### src/sv/gradient_noise_turbulence_defines.svh
// ---------------------------------------------------------------------------
// gradient_noise_turbulence_defines.svh
// Assertion macros used by the noise block.
// ---------------------------------------------------------------------------
`ifndef GRADIENT_NOISE_TURBULENCE_DEFINES_SVH
`define GRADIENT_NOISE_TURBULENCE_DEFINES_SVH

// implication checked on every edge outside reset
`define GNT_ASSERT_IMP(lbl, ante, cons, msg) \
  lbl: assert property (@(posedge clk) disable iff (!rst_n) (ante) |-> (cons)) \
    else $error(msg);

// implication checked in the following cycle
`define GNT_ASSERT_NEXT(lbl, ante, cons, msg) \
  lbl: assert property (@(posedge clk) disable iff (!rst_n) (ante) |=> (cons)) \
    else $error(msg);

`endif

### src/sv/gnt_pkg.sv
// ---------------------------------------------------------------------------
// gnt_pkg
// Shared constants and types of the gradient noise block.
// ---------------------------------------------------------------------------
package gnt_pkg;

  localparam int TABLE_SIZE_DEF  = 256;
  localparam int MAX_OCTAVES_DEF = 8;
  localparam int FRAC_BITS_DEF   = 16;

  localparam logic [1:0] FUNC_GRAD = 2'd0;
  localparam logic [1:0] FUNC_PERM = 2'd1;
  localparam logic [1:0] FUNC_EVAL = 2'd2;

  localparam logic [1:0] AXIS_X = 2'd0;
  localparam logic [1:0] AXIS_Y = 2'd1;
  localparam logic [1:0] AXIS_Z = 2'd2;

  localparam int REG_OCTAVES = 0;
  localparam int REG_TURB    = 1;

  // controller to datapath
  typedef struct packed {
    logic load_pos;    // capture position, clear accumulator
    logic start_oct;   // begin one octave
    logic double_pos;  // shift position left after an octave
    logic finish;      // saturate and present result
  } gnt_cmd_t;

  // datapath to controller
  typedef struct packed {
    logic oct_done;
  } gnt_sts_t;

endpackage

### src/sv/gnt_ctrl.sv
// ---------------------------------------------------------------------------
// gnt_ctrl
// Sequencer: walks the octaves of one evaluate item.
// ---------------------------------------------------------------------------
`include "gradient_noise_turbulence_defines.svh"

module gnt_ctrl #(
  parameter int MAX_OCTAVES = gnt_pkg::MAX_OCTAVES_DEF
) (
  input  logic             clk,
  input  logic             rst_n,
  input  logic             eval_go,
  input  logic [3:0]       octave_count,
  input  logic             turb_mode,
  input  gnt_pkg::gnt_sts_t sts,
  output gnt_pkg::gnt_cmd_t cmd,
  output logic             busy,
  output logic [4:0]       octave
);

  localparam logic [1:0] ST_IDLE = 2'd0;
  localparam logic [1:0] ST_OCT  = 2'd1;
  localparam logic [1:0] ST_WAIT = 2'd2;
  localparam logic [1:0] ST_DONE = 2'd3;

  logic [1:0] state_r, state_nxt;
  logic [4:0] oct_r, oct_nxt;
  logic [4:0] num_r, num_nxt;
  logic [4:0] eff_num;

  always_comb begin
    if (turb_mode == 1'b0) begin
      eff_num = 5'd1;
    end else if ({1'b0, octave_count} > 5'(MAX_OCTAVES)) begin
      eff_num = 5'(MAX_OCTAVES);
    end else begin
      eff_num = {1'b0, octave_count};
    end
  end

  always_comb begin
    state_nxt = state_r;
    oct_nxt   = oct_r;
    num_nxt   = num_r;
    cmd       = '0;
    case (state_r)
      ST_IDLE: begin
        if (eval_go) begin
          cmd.load_pos = 1'b1;
          oct_nxt      = '0;
          num_nxt      = eff_num;
          state_nxt    = (eff_num == 5'd0) ? ST_DONE : ST_OCT;
        end
      end
      ST_OCT: begin
        cmd.start_oct = 1'b1;
        state_nxt     = ST_WAIT;
      end
      ST_WAIT: begin
        if (sts.oct_done) begin
          cmd.double_pos = 1'b1;
          oct_nxt        = oct_r + 5'd1;
          state_nxt      = (oct_r + 5'd1 == num_r) ? ST_DONE : ST_OCT;
        end
      end
      ST_DONE: begin
        cmd.finish = 1'b1;
        state_nxt  = ST_IDLE;
      end
      default: state_nxt = ST_IDLE;
    endcase
  end

  always_ff @(posedge clk) begin
    if (!rst_n) begin
      state_r <= ST_IDLE;
      oct_r   <= '0;
      num_r   <= '0;
    end else begin
      state_r <= state_nxt;
      oct_r   <= oct_nxt;
      num_r   <= num_nxt;
    end
  end

  assign busy   = (state_r != ST_IDLE);
  assign octave = oct_r;

  `GNT_ASSERT_NEXT(a_go_busy, eval_go && !busy, busy, "evaluate did not start")
  `GNT_ASSERT_IMP(a_oct_range, busy, oct_r <= 5'(MAX_OCTAVES), "octave beyond limit")
  `GNT_ASSERT_NEXT(a_done_idle, cmd.finish, !busy, "did not return to idle")

endmodule

### config.mk
export PLATFORM = sky130hd
export DESIGN_NAME = gnt_ctrl
export DESIGN_NICKNAME = d
export VERILOG_FILES = /design/src/sv/gnt_pkg.sv /design/src/sv/gnt_ctrl.sv
export VERILOG_INCLUDE_DIRS = /design/src /design/src/sv
export SDC_FILE = /design/constraint.sdc
export NUM_CORES = 1
export LEC_CHECK = 0
export BUFFER_PORTS_ARGS = -buffer_cell sky130_fd_sc_hd__buf_2
export CAP_MARGIN = 30
export CORE_UTILIZATION = 41
export CTS_CLUSTER_DIAMETER = 200
export DETAILED_ROUTE_END_ITERATION = 16
export GPL_TIMING_DRIVEN = 0
export PLACE_DENSITY = 0.71
export SLEW_MARGIN = 20
export SYNTH_ARGS = -nofsm -noshare
export SYNTH_HDL_FRONTEND = slang
export SYNTH_SLANG_ARGS = --single-unit
### constraint.sdc
create_clock -name clk -period 4 [get_ports clk]
set_clock_uncertainty 0.2 [all_clocks]
set_input_delay 1 -clock clk [delete_from_list [all_inputs] [get_ports clk]]
set_output_delay 1 -clock clk [all_outputs]
set_load 0.005 [all_outputs]
==> key figures <==
Floorplan
  – DIE AREA: 0.00165 sq mm
  – # rows: 13
  – Die Y-Extent: 40.6 microns
  – Initial Utilization: 45.3%
  – Die X-Extent: 40.6 microns
  – Top Ports: 19
  – Core Region: 0.00135 sq mm

Pwr
  – Worst vdd ir: 0.218 mV
  – Pleak: 0.359 nW
  – Power, Total: 0.226 mW
  – Pwr Density: 303 mW/mm^2

Layout
  – Fillers: 134
  – Area used by multi-input combinational logic: 374 sq um
  – Area Growth Syn to Fin: 22.1%
  – Commonest non-fill, non-tap cell in the layout: buf_2
  – Post-Layout Cell Count: 106
  – Final instance area: 747 sq um
  – Diodes inserted: 0
  – Layout cells sized above 1: 33.0%
  – Highest-count cells in the layout ignoring fill and taps: buf_2 (18), dfxtp_1 (11), nand3_1 (6)
  – Register Area: 220 sq um
  – Final nets: 102

Synthesis
  – Top_reg_cell synth: dfxtp_1
  – Syn Inst Count: 69
  – Syn Nets: 79
  – Post-synthesis async set-or-reset flop share: 0%
  – Post-Syn Area: 612 sq um
  – Synthesis-stage register bit count: 11
  – Register area share after synthesis: 36.0%
  – Post-synth EDFFs: 0
  – Syn Area/Cell: 8.87 sq um
  – Unique masters post-synth: 34
  – Total number of yosys warnings: 0

Route
  – Mean routed wirelength per cell: 10.7 microns
  – Total Routed Length: 1130 microns
  – Drt pass-1 iters: 3
  – Final ANT Viol Nets: 0
  – Initial DRC Count: 2
  – DRC violations left: 0
  – Via density: 4.92
  – Vias: 521

Timing
  – Worst Max-Slew Pin Slew: 0.362 ns
  – Period utilization: 66.8%
  – Min Tclk post-route: 2.67 ns
  – Max_slew headroom: 75.9%
  – Setup_tns: 0 ns
  – PnR worst setup slack: 1.33 ns
  – Final setup violating endpoints: 0
  – Hold Fails Final Rpt: 0
  – Final slew viol count: 0
  – RSZ-0062 raised after global routing: false
  – FMAX: 374 MHz

GRT
  – Gr ovfl total: 0
  – Initial antenna violation count: 0
  – Overall routing resource usage: 17.4%
  – Vias in the first global route: 428
  – Global-route wire length before repair: 1770 microns
  – Pin count of the biggest net entering global routing: 11

CTS
  – CTS Buf Count: 3
  – # resized after CTS: 0
  – CTS tree: yes
  – Worst-skew pair later-pin latency: 0.27 ns
  – CTS Sinks: 11
  – Post-CTS setup buffer count: 0
  – Clk buf depth: 2
  – H-tree Lvls: 1
  – CTS hold repair buffers: 0
  – Clock-pin slew on the worst setup and hold paths: 0.06 ns
  – Clock tree root buffer cell: clkbuf_4

Worst setup path
  – R2r endpoint: state_r[1]
  – CP startpoint kind: input pin
  – R2r startpoint: octave[0]
  – Worst endpoint required time: 2.80 ns
  – R2R cell count: 5
  – Worst Path Arrival: 1.47 ns
  – CP Capture Type: primary output
  – Max Fanout on Critical Path: 5
  – Critical path type: input pin to primary output
  – Worst reg2reg setup slack: 2.47 ns

Worst hold path
  – Min-Delay Endpoint: num_r[2]
  – Hold crit path type: register to register
  – Worst hold path cell count: 2
  – Hold path startpoint: num_r[2]

Placed design
  – Dpl cells: 102
  – Cell Area, Placed: 721 sq um
  – Final estimated routing congestion in global placement: 0.735
  – Number of port buffers: 18
  – Pre-CTS WS: 1.33 ns
  – Hpwl dp: 904 microns

Outcome
  – Outcome: finished, final reports clean

Flow run
  – Max_cap viols: 0
==> how the worst max path moves through the flow <==
stage               from  depth (start not counted)      to
floorplan            sts                          2  cmd[1]
global placement     sts                          4  cmd[1]
detailed placement   sts                          4  cmd[1]
CTS                  sts                          4  cmd[1]
global route         sts                          4  cmd[1]
finish               sts                          4  cmd[1]
==> flip-flops by register name (all words and copies together) (netlist names) <==
signal and count:
octave 5, num_r 4, state_r 2
==> logic make-up after synthesis <==
family,synth area share (%)
AND/OR/NAND/NOR,33.5
buffers and inverters,2.86
XOR/XNOR,10.0
AO/OA/AOI/OAI,15.5
adder cells (fa/ha/maj),2.04
flip-flops,36.0
==> Yosys cell counts (3+ instances only) <==
library cell,number,area (sq um)
a21boi_0,3,22.5
dfxtp_1,11,220
nand2_1,3,11.3
nand3_1,6,30.0
nor2_1,4,15.0
nor2b_1,3,18.8
xnor2_1,4,35.0
xor2_1,3,26.3
==> where the power goes <==
part	internal [mW]	total (mW)	switching, mW
Combinational	0.0174	0.0353	0.0180
Clock	0.0386	0.0735	0.0349
Sequential	0.113	0.117	0.00401
Total	0.169	0.226	0.0569
==> through the flow <==
step                      hold slack (ns)  util [%]
after detailed placement            0.274      53.4
after global placement              0.273      53.4
after floorplan                     0.253         -
final                               0.280      55.3
after CTS                           0.283      55.3
after global routing                0.321      55.3
==> cell type report <==
type	instances	share of cell area, %
Sequential cell	11	29.5
Timing Repair Buffer	18	12.1
Clock buffer	4	3.52
Multi-Input combinational cell	54	50.1
Inverter	3	1.84
Tap cell	15	2.51
Buffer	1	0.503
==> critical path, cell delays in order <==
cell,delay [ns]
buf_2,0.11
nand3b_4,0.10
inv_2,0.13
buf_2,0.13
==> metal layers <==
layer | wire, microns | GRT usage (%) | vias to the layer above
met1 | 567 | 19.1 | 219
li1 | - | - | 287
met4 | 11 | 5.00 | 0
met3 | 46 | 9.78 | 3
met5 | 0 | 0 | -
met2 | 508 | 28.6 | 12
Power figures use the tool's default switching activity.
